File: config.mk
export PLATFORM = sky130hd
export DESIGN_NAME = dmo_header_check_unit_flat
export DESIGN_NICKNAME = d
export VERILOG_FILES = /design/src/design/dmo_hc_pkg.sv /design/src/design/dmo_hc_if.sv /design/src/design/dmo_hc_ctrl.sv /design/src/design/dmo_hc_dpath.sv /design/src/design/dmo_header_check_unit.sv /design/src/flat_wrapper.sv
export SDC_FILE = /design/constraint.sdc
export NUM_CORES = 1
export LEC_CHECK = 0
export ABC_AREA = 1
export CAP_MARGIN = 30
export CORE_ASPECT_RATIO = 1.1
export CORE_UTILIZATION = 65
export DETAILED_ROUTE_END_ITERATION = 8
export DONT_BUFFER_PORTS = 1
export PLACE_DENSITY = 0.79
export SLEW_MARGIN = 30
export SYNTH_ARGS = -nofsm -noshare
export SYNTH_HDL_FRONTEND = slang
export SYNTH_SLANG_ARGS = --single-unit
File: constraint.sdc
create_clock -name clock -period 8.9 [get_ports clock]
set_input_delay 0.445 -clock clock [delete_from_list [all_inputs] [get_ports clock]]
set_output_delay 0.445 -clock clock [all_outputs]
set_load 0.1 [all_outputs]
File: src/design/dmo_hc_pkg.sv
// Shared types, command/status bundles and generator functions for the header check.
`default_nettype none

package dmo_hc_pkg;

   localparam logic [15:0] GEN_MULT = 16'h8405;

   typedef struct packed {
      logic [31:0] seed_word;
      logic [15:0] round_count;
      logic [31:0] key_word;
      logic [15:0] check_word;
   } req_type;

   typedef struct packed {
      logic        is_match;
      logic [15:0] final_output;
   } rsp_type;

   // Commands from the controller to the datapath.
   typedef struct packed {
      logic load;
      logic step;
      logic accum;
      logic reseed;
      logic write;
   } cmd_type;

   // Status from the datapath to the controller.
   typedef struct packed {
      logic hdr_zero;
      logic last;
   } stat_type;

   // Adds an 8-bit value into the high byte of a word, keeping the low byte.
   function automatic logic [15:0] add_hi(input logic [15:0] w, input logic [7:0] v);
      logic [7:0] hi;
      hi = w[15:8] + v;
      return {hi, w[7:0]};
   endfunction

   // One step of the pseudo-random generator: returns the new seed.
   function automatic logic [31:0] gen_next(input logic [31:0] s);
      logic [15:0] a;
      logic [15:0] b;
      logic [31:0] p;
      logic [15:0] c;
      logic [15:0] d;
      logic [15:0] na;
      a = s[15:0];
      b = s[31:16];
      // The constant product is a handful of shifted adds.
      p = {16'h0, a} * {16'h0, GEN_MULT};
      c = {a[12:0], 3'b000};
      c = add_hi(c, c[7:0]);
      d = p[31:16] + c + b;
      b = {b[13:0], 2'b00};
      d = d + b;
      d = add_hi(d, b[7:0]);
      b = {b[10:0], 5'b00000};
      d = add_hi(d, b[7:0]);
      na = p[15:0] + 16'd1;
      if (na == 16'd0) begin
         d = d + 16'd1;
      end
      return {d, na};
   endfunction

   // Generator output for a seed: high word of (high(lo*0xffff) + hi*0xffff).
   function automatic logic [15:0] gen_out(input logic [31:0] s);
      logic [31:0] lo_prod;
      logic [31:0] tot;
      lo_prod = {s[15:0], 16'h0} - {16'h0, s[15:0]};
      tot = {s[31:16], 16'h0} - {16'h0, s[31:16]} + {16'h0, lo_prod[31:16]};
      return tot[31:16];
   endfunction

endpackage

`default_nettype wire

File: src/design/dmo_hc_if.sv
// Valid/ready channel interfaces for header requests and check results.
`default_nettype none

interface dmo_hc_req_if;
   logic                valid;
   logic                ready;
   dmo_hc_pkg::req_type payload;

   modport source (output valid, output payload, input ready);
   modport sink (input valid, input payload, output ready);
endinterface

interface dmo_hc_rsp_if;
   logic                valid;
   logic                ready;
   dmo_hc_pkg::rsp_type payload;

   modport source (output valid, output payload, input ready);
   modport sink (input valid, input payload, output ready);
endinterface

`default_nettype wire

File: src/design/dmo_hc_ctrl.sv
// Controller state machine sequencing the generator rounds and result handoff.
`default_nettype none

module dmo_hc_ctrl (
   input  wire logic                 clock,
   input  wire logic                 reset,
   input  wire logic                 req_valid,
   output logic                      req_ready,
   output logic                      rsp_valid,
   input  wire logic                 rsp_ready,
   input  wire dmo_hc_pkg::stat_type stat,
   output dmo_hc_pkg::cmd_type       cmd
);
   import dmo_hc_pkg::*;

   typedef enum logic [4:0] {
      ST_IDLE  = 5'b00001,
      ST_RUN   = 5'b00010,
      ST_DRAIN = 5'b00100,
      ST_FINAL = 5'b01000,
      ST_OUT   = 5'b10000
   } state_type;

   state_type state_ff, state_in;
   logic      rsp_valid_ff, rsp_valid_in;

   always_comb begin
      state_in   = state_ff;
      cmd        = '0;
      unique case (state_ff)
         ST_IDLE: begin
            if (req_valid) begin
               cmd.load = 1'b1;
               state_in = stat.hdr_zero ? ST_OUT : ST_RUN;
            end
         end
         ST_RUN: begin
            cmd.step  = 1'b1;
            cmd.accum = 1'b1;
            if (stat.last) begin
               state_in = ST_DRAIN;
            end
         end
         ST_DRAIN: begin
            cmd.reseed = 1'b1;
            state_in   = ST_FINAL;
         end
         ST_FINAL: begin
            cmd.step = 1'b1;
            state_in = ST_OUT;
         end
         ST_OUT: begin
            // The result register is free once the previous result has gone.
            if (!rsp_valid_ff || rsp_ready) begin
               cmd.write = 1'b1;
               state_in  = ST_IDLE;
            end
         end
         default: begin
            state_in = ST_IDLE;
         end
      endcase
   end

   assign rsp_valid_in = cmd.write || (rsp_valid_ff && !rsp_ready);
   assign req_ready    = (state_ff == ST_IDLE);
   assign rsp_valid    = rsp_valid_ff;

   always_ff @(posedge clock) begin
      if (reset) begin
         state_ff     <= ST_IDLE;
         rsp_valid_ff <= 1'b0;
      end else begin
         state_ff     <= state_in;
         rsp_valid_ff <= rsp_valid_in;
      end
   end

endmodule

`default_nettype wire

File: src/design/dmo_hc_dpath.sv
// Datapath: generator seed, output sum, round counter and result register.
`default_nettype none

module dmo_hc_dpath (
   input  wire logic                 clock,
   input  wire logic                 reset,
   input  wire dmo_hc_pkg::req_type  req_data,
   input  wire dmo_hc_pkg::cmd_type  cmd,
   output dmo_hc_pkg::stat_type      stat,
   output dmo_hc_pkg::rsp_type       rsp_data
);
   import dmo_hc_pkg::*;

   logic [31:0] seed_ff, seed_in;
   logic [31:0] sum_ff, sum_in;
   logic [15:0] cnt_ff, cnt_in;
   logic [31:0] key_ff, key_in;
   logic [15:0] check_ff, check_in;
   logic        zero_ff, zero_in;
   logic        acc_ff, acc_in;
   rsp_type     result_ff, result_in;

   logic [15:0] gen_val;
   logic [31:0] sum_plus;
   logic        hdr_zero;

   assign hdr_zero = (req_data.seed_word == 32'd0) && (req_data.round_count == 16'd0) &&
                     (req_data.key_word == 32'd0) && (req_data.check_word == 16'd0);

   // Output of the seed produced by the previous step.
   assign gen_val  = gen_out(seed_ff);
   assign sum_plus = sum_ff + {16'h0, gen_val};

   always_comb begin
      seed_in   = seed_ff;
      sum_in    = sum_ff;
      cnt_in    = cnt_ff;
      key_in    = key_ff;
      check_in  = check_ff;
      zero_in   = zero_ff;
      acc_in    = acc_ff;
      result_in = result_ff;
      if (cmd.load) begin
         seed_in  = req_data.seed_word;
         sum_in   = 32'd0;
         cnt_in   = req_data.round_count;
         key_in   = req_data.key_word;
         check_in = req_data.check_word;
         zero_in  = hdr_zero;
         acc_in   = 1'b0;
      end
      if (cmd.step) begin
         seed_in = gen_next(seed_ff);
         cnt_in  = cnt_ff - 16'd1;
         acc_in  = 1'b1;
      end
      // The first step of a round has no earlier output to add.
      if (cmd.accum && acc_ff) begin
         sum_in = sum_plus;
      end
      if (cmd.reseed) begin
         seed_in = sum_plus ^ key_ff;
      end
      if (cmd.write) begin
         result_in.final_output = zero_ff ? 16'd0 : gen_val;
         result_in.is_match     = !zero_ff && (gen_val == check_ff);
      end
   end

   always_ff @(posedge clock) begin
      if (reset) begin
         acc_ff  <= 1'b0;
         zero_ff <= 1'b0;
      end else begin
         acc_ff  <= acc_in;
         zero_ff <= zero_in;
      end
   end

   always_ff @(posedge clock) begin
      seed_ff   <= seed_in;
      sum_ff    <= sum_in;
      cnt_ff    <= cnt_in;
      key_ff    <= key_in;
      check_ff  <= check_in;
      result_ff <= result_in;
   end

   assign stat.hdr_zero = hdr_zero;
   assign stat.last     = (cnt_ff == 16'd0);
   assign rsp_data      = result_ff;

endmodule

`default_nettype wire

File: src/design/dmo_header_check_unit.sv
// Top level of the tracker header check: controller, datapath and checks.
`default_nettype none

// Takes one 12-byte header per request and returns one result: whether the
// check word matches the generator output derived from the other fields.
// The generator makes one step per clock through the rounds; the sum of its
// outputs, XORed with the key word, then reseeds it for a final step whose output
// goes to the result register. An all-zero header goes straight there with a zero result.
// One request is worked at a time; a new request is taken as soon as the
// previous one has reached the result register, even if that result has not
// yet been taken by the sink.
module dmo_header_check_unit (
   input wire logic    clock,
   input wire logic    reset,
   dmo_hc_req_if.sink  req,
   dmo_hc_rsp_if.source rsp
);
   import dmo_hc_pkg::*;

   cmd_type  cmd;
   stat_type stat;
   logic     ctrl_req_ready;
   logic     ctrl_rsp_valid;
   rsp_type  rsp_data;

   dmo_hc_ctrl u_ctrl (
      .clock     (clock),
      .reset     (reset),
      .req_valid (req.valid),
      .req_ready (ctrl_req_ready),
      .rsp_valid (ctrl_rsp_valid),
      .rsp_ready (rsp.ready),
      .stat      (stat),
      .cmd       (cmd)
   );

   dmo_hc_dpath u_dpath (
      .clock    (clock),
      .reset    (reset),
      .req_data (req.payload),
      .cmd      (cmd),
      .stat     (stat),
      .rsp_data (rsp_data)
   );

   assign req.ready   = ctrl_req_ready;
   assign rsp.valid   = ctrl_rsp_valid;
   assign rsp.payload = rsp_data;

   // A new result never overwrites one that is still waiting.
   a_no_overwrite: assert property (@(posedge clock) disable iff (reset)
      cmd.write |-> (!rsp.valid || rsp.ready))
      else $error("result written while previous result pending");

   // After a request is taken the block is not ready in the next cycle.
   a_busy_after_accept: assert property (@(posedge clock) disable iff (reset)
      (req.valid && req.ready) |=> !req.ready)
      else $error("request accepted twice in a row");

   // A written result is presented on the next cycle.
   a_write_shows: assert property (@(posedge clock) disable iff (reset)
      cmd.write |=> rsp.valid)
      else $error("written result not presented");

   // Loading only happens on an accepted request.
   a_load_on_accept: assert property (@(posedge clock) disable iff (reset)
      cmd.load |-> (req.valid && req.ready && !cmd.step))
      else $error("load without request acceptance");

endmodule

`default_nettype wire

File: src/flat_wrapper.sv
// flat-port wrapper written by rule: the top's interface ports become plain ports
module dmo_header_check_unit_flat import dmo_hc_pkg::*;
  (clock, reset, req_valid, req_payload, req_ready, rsp_valid, rsp_payload, rsp_ready);
  dmo_hc_req_if req_i ();
  dmo_hc_rsp_if rsp_i ();
  input wire logic clock;
  input wire logic reset;
  input wire logic [$bits(req_i.valid)-1:0] req_valid;
  input wire logic [$bits(req_i.payload)-1:0] req_payload;
  output wire logic [$bits(req_i.ready)-1:0] req_ready;
  output wire logic [$bits(rsp_i.valid)-1:0] rsp_valid;
  output wire logic [$bits(rsp_i.payload)-1:0] rsp_payload;
  input wire logic [$bits(rsp_i.ready)-1:0] rsp_ready;
  assign req_i.valid = req_valid;
  assign req_i.payload = req_payload;
  assign req_ready = req_i.ready;
  assign rsp_valid = rsp_i.valid;
  assign rsp_payload = rsp_i.payload;
  assign rsp_i.ready = rsp_ready;
  dmo_header_check_unit u_core (.clock(clock), .reset(reset), .req(req_i), .rsp(rsp_i));
endmodule
# --- Word level (Yosys, flattened, before mapping) ---
# Cells that the tools add are included.
classes:
  add_sub_neg: 13
  n_mul: 1
  div_mod_pow: 0
  magnitude_cmp: 0
  n_eq_ne: 9
  n_shift: 0
  n_mux: 22
  bitwise: 1
  reduce_logical: 22
ops:
  columns: ["op", "count"]
  rows:
  - ["2-to-1 mux 32 bit", 5]
  - ["adder 32 x 16 -> 32 bit", 2]
  - ["zero test 16 bit", 4]
  - ["zero test 32 bit", 2]
  - ["subtractor 32 x 16 -> 32 bit", 2]
  - ["adder 16 bit", 3]
  - ["2-to-1 mux 16 bit", 3]
  - ["adder 16 x 1 -> 16 bit, second input constant", 2]
  - ["multiplier 16 x 16 -> 32 bit, second input constant", 1]
  - ["XOR 32 bit", 1]
  - ["one-hot mux 5 bit (5 select lines)", 1]
  - ["adder 8 bit", 3]
  - ["2-to-1 mux 5 bit", 4]
  - ["== test 16 bit", 1]
  - ["subtractor 16 x 1 -> 16 bit, second input constant", 1]
  - ["2-to-1 mux 1 bit", 9]
  - ["logical AND 1 bit", 6]
  - ["== test 5 x 1 -> 1 bit, second input constant", 1]
  - ["== test 5 x 2 -> 1 bit, second input constant", 1]
  - ["== test 5 x 3 -> 1 bit, second input constant", 1]
  - ["== test 5 x 4 -> 1 bit, second input constant", 1]
  - ["== test 5 bit, second input constant", 1]
  - ["!= test 2 bit, second input constant", 2]
  - ["nonzero test 2 bit", 2]
  - ["6 further kinds", 9]
totals:
  register_bits: 153
  latchBits: 0
  ramBits: 0
  rom_bits: 0
  in_bits: 100
  output_inout_bits: 19
  elab_cells: 79
  n_memories: 0

# --- Depth between registers and ports, before layout ---
logic_depth:
  word_depth: 10
  ltp_mapped: 51
  depth_no_buf: 51

# --- Hierarchy ---
# Synthesis repeated with hierarchy kept, for this count alone.
unflattened:
  hier_cells: 1798
  area_unflattened_um2: 14535.2
modules_own_cells:
  columns: ["module", "n_inst", "cells_per_inst", "area_per_inst_um2", "seq_area_each_um2"]
  rows:
  - ["dmo_hc_dpath", 1, 1746, 14187.4, 4394.2]
  - ["dmo_hc_ctrl", 1, 52, 347.8, 120.1]

# --- Worst setup path before layout ---
# Ideal clock, no wire load.
synth_timing:
  path_type: "reg2reg"
  startpoint: "reg u_core.u_ctrl.state_ff[2]"
  endpoint: "reg u_core.u_dpath.seed_ff[0] (enable)"
  setup_time_ns: 0.395
  t_arrival_ns: 7.276
  required_time_ns: 8.505
  path_slack_ns: 1.229
  path_stages_with_launch: 8
  path_buffers: 0
  period_less_slack_ns: 7.671
  path_cell_list: "dfxtp_1 -> nor2_1 -> inv_1 -> nor4_1 -> inv_1 -> nor2_1 -> inv_1 -> nand3_1"
synth_rtl:
  columns: ["item", "line", "source"]
  rows:
  - ["start, declared", "dmo_hc_ctrl.sv:24", "state_type state_ff, state_in;"]
  - ["start signal, assigned", "dmo_hc_ctrl.sv:74", "state_ff <= state_in;"]
  - ["end signal, assigned", "dmo_hc_dpath.sv:81", "seed_ff <= seed_in;"]
  - ["end, declared", "dmo_hc_dpath.sv:14", "logic [31:0] seed_ff, seed_in;"]

# --- Worst setup path in the final report ---
layout_timing:
  startpoint: "reg u_core.u_dpath.seed_ff[11]"
  endpoint: "reg u_core.u_dpath.seed_ff[31] (data pin)"
layout_via:
  elab_chain_cells: 10
  elab_cells_between_ends: 17
  cone_classes: "add/sub (11); mul (1); mux (3); bitwise (1); reduce/logical (1)"
layout_lines:
  columns: ["item", "line", "source"]
  rows:
  - ["multiplier 16 x 16 -> 32 bit or adder 8 bit (tied branches)", "dmo_hc_pkg.sv:53, dmo_hc_pkg.sv:38", null]
  - ["adder 16 bit (2 in series)", "dmo_hc_pkg.sv:56", "d = p[31:16] + c + b;"]
  - ["adder 16 bit", "dmo_hc_pkg.sv:58", "d = d + b;"]
  - ["adder 8 bit (2 in series)", "dmo_hc_pkg.sv:38", "hi = w[15:8] + v;"]
  - ["adder 16 x 1 -> 16 bit", "dmo_hc_pkg.sv:64", "d = d + 16'd1;"]
  - ["2-to-1 mux 16 bit", "dmo_hc_pkg.sv:63", "if (na == 16'd0) begin"]
  - ["2-to-1 mux 32 bit", "dmo_hc_dpath.sv:52", "if (cmd.step) begin"]
  - ["2-to-1 mux 32 bit (*)", "dmo_hc_dpath.sv:61", "if (cmd.reseed) begin"]
  - ["net u_core.u_dpath.seed_in[31]", "dmo_hc_dpath.sv:14", null]
# The timed path passes the listed nets; every way through them passes the cells marked *.
# A chain may end at the register's enable or synchronous reset.

==> results.py <==
metrics = {
    "run_status": {
        "status": "finished, final reports clean",
    },
    "detailed_routing": {
        "drt-met1-wl_um": 16590,
        "vias": 13110,
        "dr_wl_met3_um": 3826,
        "met2RoutedLength_um": 18500,
        "dr.pass1.iters": 6,
        "via_per_inst": 6.004,
        "wl_um": 40950,
        "drc": 0,
        "wl_per_cell_um": 18.75,
        "drt_iter0_drc": 1275,
        "ant_nets": 0,
        "highest_layer": "met4",
    },
    "critical_path": {
        "path_class": "reg2reg",
        "crit_required_ps": 9080,
        "crit_path_end_kind": "flop",
        "crit_fanout": 8,
        "crit_arrival_ps": 8390,
        "critPathMaxStageDelay_ps": 550,
        "path_buf_inv": 5,
        "ff2ff_path_depth": 47,
        "cp_top_family": "adder cells",
        "critPathLaunchType": "flop",
        "cp.depth": 47,
        "critical_path.slowest_cell": "edfxtp_1",
        "crit_top_cell": "nand2_1",
    },
    "cells_and_area": {
        "seq_area_um2": 4516,
        "drive_gt1_share_pct": 6.300,
        "fin_nets": 2191,
        "multi_input_area_um2": 9220,
        "num-fill-cells": 1787,
        "area_delta_synth_final_pct": 7.266,
        "diodes": 0,
        "instances_no_fill": 2184,
        "final_core_util_pct": 71.37,
    },
    "floorplan": {
        "rows": 57,
        "core_area_um2": 22180,
        "fp.dieH_um": 160.0,
        "boundaryPins": 119,
        "fp.dieW_um": 145.7,
        "dieArea_um2": 23310,
        "floorplan.initialDensity_pct": 66.53,
    },
    "worst_hold_path": {
        "holdPathStages": 1,
        "hold_path.class": "in2reg",
    },
    "placed_design": {
        "gp_congestion": 0.9688,
        "hpwlAfterDp_um": 33100,
        "dp.cells": 2144,
        "portBuffers": 0,
    },
    "clocking": {
        "tritoncts": "yes",
        "clockBufferDepth": 2,
        "cts_root_buf": "clkbuf_16",
        "clock_sink_count": 153,
        "htreeDepth": 4,
        "clk_latency_ps": 440,
        "cts.clk_slew.worst_paths_ps": 80,
        "cts_made_buffers": 17,
    },
    "global_route": {
        "grt_pass1_vias": 12930,
        "track_usage_pct": 36.08,
        "grt-ovfl-total": 0,
        "grt_max_degree": 65,
        "antenna_found_initial": 0,
        "grt_pass1_wl_um": 65050,
    },
    "job": {
        "cap_viol_max_count": 0,
    },
    "sta": {
        "worstMarginPinSlew_ps": 899.7,
        "final-max-slew-violation-count": 0,
        "relSlewSlack_pct": 40.15,
        "min_period_ps": 8208,
        "fin_skew_ps": 24.38,
        "setup_violations": 0,
        "finalHoldViolations": 0,
        "fmax_mhz": 121.8,
        "timing.final.crit_share_pct": 92.23,
    },
    "synth": {
        "synth.distinct_cells": 52,
        "synth_seq_cells": 153,
        "synth_warnings": 0,
        "syn_inst": 1863,
        "synth_edf_count": 145,
        "synth_area_per_cell_um2": 7.921,
        "synthesis.nets": 2178,
        "synthArstFlopShare_pct": 0,
        "ys_seq_area_share_pct": 30.59,
        "synth_ff_type": "edfxtp_1",
        "syn_area_um2": 14760,
    },
}
-- worst paths after layout --
path | start | to | slack (ps)
max reg2reg | u_core.u_dpath.seed_ff[11] | u_core.u_dpath.seed_ff[31] | 690
min | reset | u_core.u_dpath.acc_ff | 80
min reg2reg | u_core.u_dpath.acc_ff | u_core.u_dpath.acc_ff | 480
max | u_core.u_dpath.seed_ff[11] | u_core.u_dpath.seed_ff[31] | 690
-- registers in the layout, indices dropped and copies added (netlist names) --
signal	flops
u_core.u_dpath.cnt_ff	16
u_core.u_dpath.check_ff	16
u_core.u_dpath.zero_ff	1
u_core.u_dpath.seed_ff	32
u_core.u_dpath.key_ff	32
u_core.u_ctrl.state_ff	5
u_core.u_ctrl.rsp_valid	1
u_core.u_dpath.acc_ff	1
u_core.u_dpath.sum_ff	32
u_core.u_dpath.rsp_data	17
-- cell type report --
| cell class | instances | area share, % |
|---|---|---|
| clock buffer | 17 | 2.688 |
| multi-input combinational | 1428 | 58.25 |
| sequential | 153 | 28.53 |
| timing repair buffer | 18 | 0.9802 |
| clock inverter | 15 | 1.099 |
| inverter | 258 | 6.126 |
| tap | 295 | 2.332 |
-- layout by cell type (no fill, tap or decap), types with 38 or more instances in the layout --
| master | n |
|---|---|
| nor2_1 | 184 |
| nand2_1 | 406 |
| o21ai_0 | 76 |
| xor2_1 | 72 |
| nand4_1 | 49 |
| fa_1 | 38 |
| ha_1 | 177 |
| inv_1 | 247 |
| a21oi_1 | 90 |
| edfxtp_1 | 145 |
| nand3_1 | 102 |
| xnor2_1 | 42 |
-- per-stage QoR --
step / TNS (ps) / instance area, um^2 / setup WS [ps] / hold WS, ps
detailed placement: 0 / 15150 / 574.6 / 467.6
finish: 0 / 15830 / 691.8 / 79.15
global route: -23.28 / 15830 / -23.28 / 65.62
global placement: 0 / 15130 / 870.1 / 444.1
floorplan: 0 / 14760 / 1229 / 434.9
CTS: 0 / 15750 / 517.0 / 67.81
-- logic make-up (layout without fill, tap and decap cells) --
logic type / count (synthesis) / after routing / synth area share [%]
buffers and inverters: 282 / 308 / 7.283
AND/OR/NAND/NOR: 862 / 862 / 26.25
flip-flops: 153 / 153 / 30.59
AO/OA/AOI/OAI: 234 / 234 / 8.716
XOR/XNOR: 117 / 117 / 6.995
adder cells (fa/ha/maj): 215 / 215 / 20.16
-- Yosys cell counts, types with 3 or more instances --
cell type,instances,area share [%]
o22ai_1,7,0.30
nand2_2,15,0.64
clkbuf_1,20,0.51
a21o_1,3,0.15
nand2_4,3,0.23
nor4_1,34,1.4
a211oi_1,3,0.15
inv_1,247,6.3
xnor2_1,42,2.5
o21ai_1,13,0.44
edfxtp_1,145,30
ha_1,177,15
nand3_2,4,0.27
fa_1,38,5.2
dfxtp_1,8,1.1
o21ai_0,77,2.6
nor2_4,5,0.38
nand3_1,102,3.5
o21a_1,3,0.15
inv_2,11,0.28
nor3b_1,3,0.15
or2_2,9,0.38
o21bai_1,8,0.41
nand4_1,49,2.1
a21oi_1,92,3.1
nand2_1,407,10
xor2_1,74,4.4
nand3b_1,6,0.31
a21oi_2,3,0.18
nor2_1,186,4.7
a31oi_1,14,0.59
nor3_1,29,0.98
-- metal layers --
metal | GRT usage (%) | up-vias
li1 | - | 6314
met1 | 47.33 | 6012
met2 | 57.48 | 665
met3 | 6.543 | 121
met4 | 17.99 | 0
met5 | 0 | -
-- what timing repair did --
item | in CTS | in global routing
hold buffers | 0 | 0
setup endpoints to repair | 0 | 1
setup buffers | 0 | 8
endpoints found under the hold margin | 0 | 0
gates resized for setup | 0 | 5
Power is left out: the tool's default activity adds up to more than one toggle a clock period on the data nets, which glitch-free logic cannot reach.
